===== src/rtl/esbk_pkg.sv =====
// Package: record type, sequencer states and emit control for the exchange sort block.
`default_nettype none
package esbk_pkg;

  typedef struct packed {
    logic [15:0] key;
    logic [15:0] tag;
  } rec_t;

  localparam int unsigned REC_W = $bits(rec_t);

  typedef enum logic [2:0] {
    ST_LOAD,
    ST_PASS_RD,
    ST_PASS_FIRST,
    ST_SCAN,
    ST_PASS_END,
    ST_EMIT_RD,
    ST_EMIT_WAIT,
    ST_EMIT_HOLD
  } sort_state_t;

  typedef struct packed {
    logic load;
    logic last;
    logic dropped;
  } emit_ctl_t;

endpackage
`default_nettype wire


===== src/rtl/esbk_ram.sv =====
// Generic single-write, single-read RAM with registered read data.
`default_nettype none
module esbk_ram #(
  parameter int unsigned WIDTH = 32,
  parameter int unsigned DEPTH = 64
) (
  input  wire logic                     clk,
  input  wire logic                     we,
  input  wire logic [$clog2(DEPTH)-1:0] waddr,
  input  wire logic [WIDTH-1:0]         wdata,
  input  wire logic [$clog2(DEPTH)-1:0] raddr,
  output logic      [WIDTH-1:0]         rdata
);

  logic [WIDTH-1:0] mem [DEPTH];

  always_ff @(posedge clk) begin
    if (we) begin
      mem[waddr] <= wdata;
    end
    rdata <= mem[raddr];
  end

endmodule
`default_nettype wire


===== src/rtl/esbk_sorter.sv =====
// Load, interchange-sort and read-out sequencer working on the record RAM.
`default_nettype none
module esbk_sorter
  import esbk_pkg::*;
#(
  parameter int unsigned CAPACITY = 64
) (
  input  wire logic                        clk,
  input  wire logic                        rst,
  input  wire logic                        in_valid,
  output logic                             in_stall,
  input  wire logic [15:0]                 sort_key,
  input  wire logic [15:0]                 payload_tag,
  input  wire logic                        final_record,
  output logic                             ram_we,
  output logic      [$clog2(CAPACITY)-1:0] ram_waddr,
  output rec_t                             ram_wdata,
  output logic      [$clog2(CAPACITY)-1:0] ram_raddr,
  input  wire rec_t                        ram_rdata,
  output emit_ctl_t                        emit,
  input  wire logic                        out_take
);

  localparam int unsigned IDX_W = $clog2(CAPACITY);
  localparam int unsigned CNT_W = $clog2(CAPACITY + 1);

  sort_state_t state, state_next;

  logic [CNT_W-1:0] count, count_next;
  logic [CNT_W-1:0] n, n_next;
  logic             dropped, dropped_next;
  logic [IDX_W-1:0] i, i_next;
  logic [IDX_W-1:0] j, j_next;
  logic [IDX_W-1:0] k, k_next;
  rec_t             cur, cur_next;

  logic full;
  logic accept;
  logic j_last;
  logic i_last;
  logic k_last;

  assign in_stall = (state != ST_LOAD);
  assign accept   = in_valid && !in_stall;
  assign full     = (count == CNT_W'(CAPACITY));
  assign j_last   = (CNT_W'(j) + CNT_W'(1)) == n;
  assign i_last   = (CNT_W'(i) + CNT_W'(2)) == n;
  assign k_last   = (CNT_W'(k) + CNT_W'(1)) == n;

  always_ff @(posedge clk) begin
    if (rst) begin
      state   <= ST_LOAD;
      count   <= '0;
      dropped <= 1'b0;
    end else begin
      state   <= state_next;
      count   <= count_next;
      dropped <= dropped_next;
    end
  end

  always_ff @(posedge clk) begin
    n   <= n_next;
    i   <= i_next;
    j   <= j_next;
    k   <= k_next;
    cur <= cur_next;
  end

  always_comb begin
    state_next   = state;
    count_next   = count;
    dropped_next = dropped;
    n_next       = n;
    i_next       = i;
    j_next       = j;
    k_next       = k;
    cur_next     = cur;
    ram_we       = 1'b0;
    ram_waddr    = i;
    ram_wdata    = cur;
    ram_raddr    = j + IDX_W'(1);
    emit         = '0;

    unique case (state)
      ST_LOAD: begin
        if (accept) begin
          if (!full) begin
            ram_we     = 1'b1;
            ram_waddr  = count[IDX_W-1:0];
            ram_wdata  = '{key: sort_key, tag: payload_tag};
            count_next = count + CNT_W'(1);
          end else begin
            dropped_next = 1'b1;
          end
          if (final_record) begin
            n_next = full ? count : count + CNT_W'(1);
            i_next = '0;
            k_next = '0;
            if (n_next >= CNT_W'(2)) begin
              state_next = ST_PASS_RD;
            end else begin
              state_next = ST_EMIT_RD;
            end
          end
        end
      end
      ST_PASS_RD: begin
        ram_raddr  = i;
        state_next = ST_PASS_FIRST;
      end
      ST_PASS_FIRST: begin
        // the candidate for entry i is held in cur for the whole pass
        cur_next   = ram_rdata;
        ram_raddr  = i + IDX_W'(1);
        j_next     = i + IDX_W'(1);
        state_next = ST_SCAN;
      end
      ST_SCAN: begin
        // read of j+1 overlaps write of j: never the same entry
        if (cur.key > ram_rdata.key) begin
          ram_we    = 1'b1;
          ram_waddr = j;
          ram_wdata = cur;
          cur_next  = ram_rdata;
        end
        if (j_last) begin
          state_next = ST_PASS_END;
        end else begin
          j_next = j + IDX_W'(1);
        end
      end
      ST_PASS_END: begin
        ram_we    = 1'b1;
        ram_waddr = i;
        ram_wdata = cur;
        if (i_last) begin
          k_next     = '0;
          state_next = ST_EMIT_RD;
        end else begin
          i_next     = i + IDX_W'(1);
          state_next = ST_PASS_RD;
        end
      end
      ST_EMIT_RD: begin
        ram_raddr  = k;
        state_next = ST_EMIT_WAIT;
      end
      ST_EMIT_WAIT: begin
        emit.load    = 1'b1;
        emit.last    = k_last;
        emit.dropped = dropped;
        state_next   = ST_EMIT_HOLD;
      end
      ST_EMIT_HOLD: begin
        if (out_take) begin
          if (k_last) begin
            count_next   = '0;
            dropped_next = 1'b0;
            state_next   = ST_LOAD;
          end else begin
            k_next     = k + IDX_W'(1);
            ram_raddr  = k + IDX_W'(1);
            state_next = ST_EMIT_WAIT;
          end
        end
      end
      default: begin
        state_next = ST_LOAD;
      end
    endcase
  end

endmodule
`default_nettype wire


===== src/rtl/exchange_sort_by_key.sv =====
// A set of n records is loaded at one request a cycle while in_stall is low,
// sorted in passes that each read entry i, scan the later entries (one compare per cycle,
// RAM read-modify-write) and write entry i back, then read out one record at a time,
// the next only once the output has taken the last. No new set is taken until read-out ends.
// Reset clears the record count, the drop flag, the sequencer and output valid;
// RAM contents are undefined until written and need no clearing pass.
`default_nettype none
module exchange_sort_by_key
  import esbk_pkg::*;
#(
  parameter int unsigned CAPACITY = 64
) (
  input  wire logic        clk,
  input  wire logic        rst,
  input  wire logic        in_valid,
  output logic             in_stall,
  input  wire logic [15:0] sort_key,
  input  wire logic [15:0] payload_tag,
  input  wire logic        final_record,
  output logic             out_valid,
  input  wire logic        out_stall,
  output logic      [15:0] sorted_key,
  output logic      [15:0] sorted_tag,
  output logic             end_of_run,
  output logic             capacity_exceeded
);

  localparam int unsigned IDX_W = $clog2(CAPACITY);

  logic             ram_we;
  logic [IDX_W-1:0] ram_waddr;
  rec_t             ram_wdata;
  logic [IDX_W-1:0] ram_raddr;
  rec_t             ram_rdata;
  emit_ctl_t        emit;
  logic             out_take;

  assign out_take = out_valid && !out_stall;

  esbk_ram #(
    .WIDTH (REC_W),
    .DEPTH (CAPACITY)
  ) u_ram (
    .clk   (clk),
    .we    (ram_we),
    .waddr (ram_waddr),
    .wdata (ram_wdata),
    .raddr (ram_raddr),
    .rdata (ram_rdata)
  );

  esbk_sorter #(
    .CAPACITY (CAPACITY)
  ) u_sorter (
    .clk          (clk),
    .rst          (rst),
    .in_valid     (in_valid),
    .in_stall     (in_stall),
    .sort_key     (sort_key),
    .payload_tag  (payload_tag),
    .final_record (final_record),
    .ram_we       (ram_we),
    .ram_waddr    (ram_waddr),
    .ram_wdata    (ram_wdata),
    .ram_raddr    (ram_raddr),
    .ram_rdata    (ram_rdata),
    .emit         (emit),
    .out_take     (out_take)
  );

  // output register: loaded only while empty, held until taken
  always_ff @(posedge clk) begin
    if (rst) begin
      out_valid <= 1'b0;
    end else if (emit.load) begin
      out_valid <= 1'b1;
    end else if (out_take) begin
      out_valid <= 1'b0;
    end
  end

  always_ff @(posedge clk) begin
    if (emit.load) begin
      sorted_key        <= ram_rdata.key;
      sorted_tag        <= ram_rdata.tag;
      end_of_run        <= emit.last;
      capacity_exceeded <= emit.dropped;
    end
  end

endmodule
`default_nettype wire


===== config.mk =====
export PLATFORM = sky130hd
export DESIGN_NAME = exchange_sort_by_key
export DESIGN_NICKNAME = d
export VERILOG_FILES = /design/src/rtl/esbk_pkg.sv /design/src/rtl/esbk_ram.sv /design/src/rtl/esbk_sorter.sv /design/src/rtl/exchange_sort_by_key.sv
export SDC_FILE = /design/constraint.sdc
export NUM_CORES = 2
export LEC_CHECK = 0
export BUFFER_PORTS_ARGS = -buffer_cell sky130_fd_sc_hd__buf_2
export CELL_PAD_IN_SITES_DETAIL_PLACEMENT = 2
export CELL_PAD_IN_SITES_GLOBAL_PLACEMENT = 2
export CORE_UTILIZATION = 40
export DETAILED_ROUTE_END_ITERATION = 7
export PLACE_DENSITY_LB_ADDON = 0.1
export SLEW_MARGIN = 20
export SYNTH_ARGS = -nofsm -noshare
export SYNTH_HDL_FRONTEND = slang
export SYNTH_HIERARCHICAL = 1
export SYNTH_SLANG_ARGS = --single-unit

===== constraint.sdc =====
create_clock -name clk -period 5.7 [get_ports clk]
set_input_delay 0.855 -clock clk [delete_from_list [all_inputs] [get_ports clk]]
set_output_delay 0.855 -clock clk [all_outputs]
set_load 0.05 [all_outputs]

After elaboration in Yosys (flattened, before gate mapping). Memories as Yosys holds them, arrays and structs flattened. A register that Yosys moved wholly into a read port is not among the register bits. Index checks and enable logic that the tools add are counted.

Bits in writable memories: 2048. Logic and storage cells: 114. Output and inout bits: 36. Bits of input ports: 37. Register bits: 103. Memories: 1.

Eq/ne operators: 22. Muxes and demuxes: 49. $add $sub $neg: 7. Magnitude comparators: 2. Reduce and logical (&&, ||, !) cells: 19.

Memories: u_ram.mem (depth 64, width 32, read ports 1, clocked after memory_dff 1, write ports 1, RTL line esbk_ram.sv:15) `logic [WIDTH-1:0] mem [DEPTH];`.

Operator list (number): $mux W32 (4); $mux W6 (12); $pmux W32 S2 (1); $pmux W6 S2 (3); $mux W7 (4); $mux W3 (8); $pmux W3 S8 (1); $pmux W6 S4 (1); $eq A7 B7 Y1 (3); $add A6 B1 Y6 const B (3); $pmux W6 S3 (1); $gt A16 B16 Y1 (1); $add A6 B1 Y7 const B (2); $pmux W7 S2 (1); $eq A3 B3 Y1 const B (4); $ne A2 B1 Y1 const B (6); $reduce_and A4 Y1 (3); $mux W1 (11); $ne A2 B2 Y1 const B (5); $reduce_bool A2 Y1 (4); $add A6 B2 Y7 const B (1); $add A7 B1 Y7 const B (1); $eq A7 B7 Y1 const B (1); $ge A7 B2 Y1 const B (1); other kinds (12) (17).

Longest topological paths before layout.
Depth after elaboration: 7. Depth in mapped cells: 19.

Hierarchy. Netlist, hierarchy kept.

By module, submodules not included: esbk_ram (seq. area each 62139.6 um^2, cells each 3324, times used 1, area each 78515.3 um^2); esbk_sorter (seq. area each 1931.9 um^2, cells each 417, times used 1, area each 4347.9 um^2); exchange_sort_by_key (seq. area each 1041.0 um^2, cells each 38, times used 1, area each 1058.5 um^2).

Worst setup path after synthesis. No wires, ideal clock.

Path type: flip-flop to flip-flop. Start point: register u_sorter/cur[17] in the netlist's numbering. End point: memory u_ram.mem[48][0], enable pin. Cell stages (with the launch flop): 13. Library setup time: 0.461 ns. Data required time: 5.239 ns. Slack: 0.655 ns. Data arrival time: 4.584 ns. Path buffers: 1. Cells stage by stage: edfxtp_1 -> ha_1 -> nor2b_1 -> o211ai_1 -> a21oi_1 -> o31ai_1 -> a211oi_2 -> nor3b_1 -> a221o_1 -> clkbuf_1 -> nor2b_1 -> nand4b_1 -> nor3_1.

Elaborated cells on any way between the ends: 7.

RTL lines: from (decl) (RTL line esbk_sorter.sv:35) `rec_t cur, cur_next;`; from (signal assigned) (RTL line esbk_sorter.sv:67) `cur <= cur_next;`; $gt A16 B16 Y1 (RTL line esbk_sorter.sv:121) `if (cur.key > ram_rdata.key) begin`; $mux W6 (RTL line esbk_sorter.sv:121); $pmux W6 S2 (RTL line esbk_sorter.sv:85) `unique case (state)`; net ram_waddr[3] (RTL line exchange_sort_by_key.sv:31) `logic [IDX_W-1:0] ram_waddr;`; to (decl) (RTL line esbk_ram.sv:15).

The timed path passes the listed nets, and every way through them passes these cells.

Worst setup path after layout.
Start point: register u_sorter.k[0]. End point: register u_ram.rdata[13] (read register of u_ram.mem).

Word-level cells in the longest chain between the ends: 5. Elaborated cells on any way between the ends: 6.

Ends and longest elaborated chain: from (decl) (RTL line esbk_sorter.sv:34) `logic [IDX_W-1:0] k, k_next;`; from (signal assigned) (RTL line esbk_sorter.sv:66) `k <= k_next;`; $add A6 B1 Y7 (RTL line esbk_sorter.sv:48) `assign k_last = (CNT_W'(k) + CNT_W'(1)) == n;`; $eq A7 B7 Y1 (RTL line esbk_sorter.sv:48); $mux W6 (RTL line esbk_sorter.sv:157) `if (k_last) begin`; $mux W6 (RTL line esbk_sorter.sv:156) `if (out_take) begin`; $pmux W6 S4 * (RTL line esbk_sorter.sv:85); net ram_raddr[0] (RTL line exchange_sort_by_key.sv:33) `logic [IDX_W-1:0] ram_raddr;`; to (decl) (RTL line esbk_ram.sv:12) `output logic [WIDTH-1:0] rdata`.

The timed path passes the listed nets; every way through them passes the cells marked *. A chain may end at the register's enable or synchronous reset.

==> flow_metrics.tcl <==
set metrics [dict create \
    grt_use_total_pct 25.4 \
    grt_pass1_wl_mm 368 \
    die_area_sq_um 212000 \
    h-tree-depth 4 \
    dp_cells 6720 \
    grt-ovfl-total 0 \
    maxCapViolations 0 \
    slew_headroom_pct 24.7 \
    ios 73 \
    fin_crit_ns 5.41 \
    fin_area_sq_um 98000 \
    start_util_pct 40.4 \
    synth_enable_flop_cells 2139 \
    core_region_area_sq_um 208000 \
    rsz0062_at_grt "no" \
    ys_ff_latch 2183 \
    critPathArrivalTime_ns 6.17 \
    holdCritPathClass "input port to flip-flop" \
    status "completed" \
    path_max_fanout 22 \
    n_fill_cell 18500 \
    synth_xor_xnor_area_share_pct 0.437 \
    final_common_cell "edfxtp_1" \
    synth-async-reset-ratio_pct 0 \
    utilization_pct 47.2 \
    cp.required_ns 6.46 \
    crit_chain "ha_1 -> xnor2_2 -> xnor2_1 -> nor4_2 -> nand4_2 -> and2_1 -> a21oi_1 -> a2bb2oi_4 -> buf_12 -> buf_12 -> buf_4 -> mux4_2 -> o221ai_1 -> a21oi_1 -> a21oi_1 -> buf_4 -> nor2_1" \
    hpwl_mm 160 \
    rows 167 \
    finalHoldViolCount 0 \
    post-route-period-util_pct 94.8 \
    synth_top_family_by_area "multiplexers" \
    grt_max_degree 65 \
    drive_gt1_share_pct 31.0 \
    synth_top_area_cell "edfxtp_1" \
    wl_per_cell_um 37.2 \
    ys_seq_area_share_pct 77.6 \
    io_buffer_count 72 \
    ant_nets 0 \
    timing_worst_setup_path_type "flip-flop to flip-flop" \
    clock_latency_ns 0.90 \
    power_per_cell_area_nw_per_um2 675 \
    first_global_vias 44800 \
    synth-simple-area-share_pct 1.94 \
    synth_cells 3779 \
    cts_buffers 228 \
    setup_viol 0 \
    syn2layout_area_growth_pct 16.7 \
    slowest_delay_ns 0.58 \
    r2r_setup_slack_ns 0.29 \
    viasPerCell 5.90 \
    ir_drop_v 0.000431 \
    cpMaxStageDelayCell "a21oi_1" \
    drt-total-wl_mm 266 \
    cts-root-buf "clkbuf_16" \
    drt-pass1-iter-count 5 \
    synthMuxAreaShare_pct 16.2 \
    synth.top_cell.area_share_pct 76.5 \
    drv_slew 0 \
    worstSetupEndpointType "flip-flop" \
    cts.sinks 2183 \
    dieWidth_um 460 \
    clock_path_buffers 3 \
    drc 0 \
    synth_area_sq_um 83900 \
    tightest_slew_ns 1.13 \
    final_cell_count_no_fill 7166 \
    cts_tree "built" \
    gp_congestion 0.805 \
    clk_pin_slew_ns 0.07 \
    synthTopCellsByArea "edfxtp_1 (77%), mux4_2 (15%), mux2i_1 (1.2%), dfxtp_1 (1.0%), nor2_1 (0.79%)" \
    skew_ns 0.0479 \
    synth_cell_types 68 \
    path_common_cell "a21oi_1" \
    dpl_cell_area_sq_um 90500 \
    synth-main-ff-cell "edfxtp_1" \
    drt_iter0_drc 4379 \
    max_freq_mhz 185 \
    power.leakage_nw 31.0 \
    antenna_found_initial 19 \
    synth-compound-area-share_pct 2.22 \
    synth-adder-area-share_pct 0.343 \
    fin_nets 4231 \
    final_cell_mix "edfxtp_1 (2139), mux4_2 (544), clkbuf_16 (228)" \
    num_vias 42300 \
    worstSetupStartpointType "flip-flop" \
    ys_warn_count 6 \
    synth_nets 3839 \
    die_y_um 460 \
    syn_avg_cell_area_sq_um 22.2 \
]
==> repair_timing <==
item	in CTS	in global routing
setup buffers	0	9
gates resized for setup	2	6
hold buffers	0	0
setup endpoints to repair	2	10
==> worst paths after layout <==
check,from,end,cells after the start
setup / recovery,u_sorter/k[0],u_ram/rdata[13],17
hold / removal,out_stall,out_valid,3
hold reg to reg,u_ram/rdata[9],sorted_tag[9],0
setup reg to reg,u_sorter/k[0],u_ram/rdata[13],17
==> final cells by class <==
cell class                 instances  area (sq um)  area share, %
multi-input combinational       1371         18400           18.8
timing repair buffer             360          3530           3.60
clock inverter                   144          1270           1.30
sequential                      2183         65100           66.5
inverter                          27           101          0.103
clock buffer                     282          6040           6.16
tap                             2788          3490           3.56
antenna                           11          27.5         0.0281
==> per-layer routing <==
metal  GRT usage, %  part of all wire (%)  vias to the layer above
met2           40.9                    48                     1404
met3           4.77                   6.5                      278
met5              0                 0.018                        -
li1               -                     -                    16800
met1           35.6                    43                    23800
met4           6.62                   2.5                        8
==> cell families (layout without fill, tap and decap cells) <==
group,count (synthesis),after routing
adders and majority gates,23,23
AOI/OAI and AO/OA,283,283
and+or+nand+nor,350,350
other,0,11
muxes,674,674
xor gates and xnor gates,41,41
DFF,2183,2183
buffers and inverters,225,813
==> metrics by stage <==
step / power [mW] / setup TNS [ns] / worst slack [ns] / hold WS [ns]
after floorplan: 37.5 / 0 / 0.655 / 0.404
after global placement: 51.0 / 0 / 0.0593 / 0.407
after detailed placement: 51.5 / -0.0615 / -0.0615 / 0.414
after CTS: 66.4 / 0 / 0.0739 / 0.150
after global routing: 68.4 / 0 / 0.00199 / 0.232
final: 66.1 / 0 / 0.294 / 0.222
==> where the power goes <==
part | internal (mW) | switching (mW) | leakage [nW]
combinational | 11.7 | 18.7 | 7.77
clock | 8.31 | 6.39 | 3.57
sequential | 20.4 | 0.619 | 19.6
total | 40.4 | 25.7 | 31.0
==> critical path: cells and delay by family, from the launching register on <==
kind | cells | cell delay [ns]
compound gates | 5 | 1.55
simple gates | 4 | 0.97
xor+xnor | 2 | 0.37
mux | 1 | 0.53
buf+inv | 4 | 1.00
fa+ha+maj | 1 | 0.31
flops | 1 | 0.50
==> cell usage after synthesis, drive strengths merged, types with 27 or more instances <==
master	number
a21oi	89
buf	115
clkbuf	83
dfxtp	44
edfxtp	2139
mux2	32
mux2i	98
mux4	544
nand2	51
nor2	178
o221ai	27
o22ai	84
==> sequential cells by signal (all words and copies together), names as in the netlist <==
signal             count
u_ram/rdata           32
u_sorter/j             6
capacity_exceeded      1
u_sorter/count         7
end_of_run             1
u_ram/mem           2048
u_sorter/cur          32
u_sorter/state         3
u_sorter/n             7
sorted_key            16
sorted_tag            16
u_sorter/i             6
u_sorter/dropped       1
u_sorter/k             6
out_valid              1
Power figures use the tool's default switching activity.
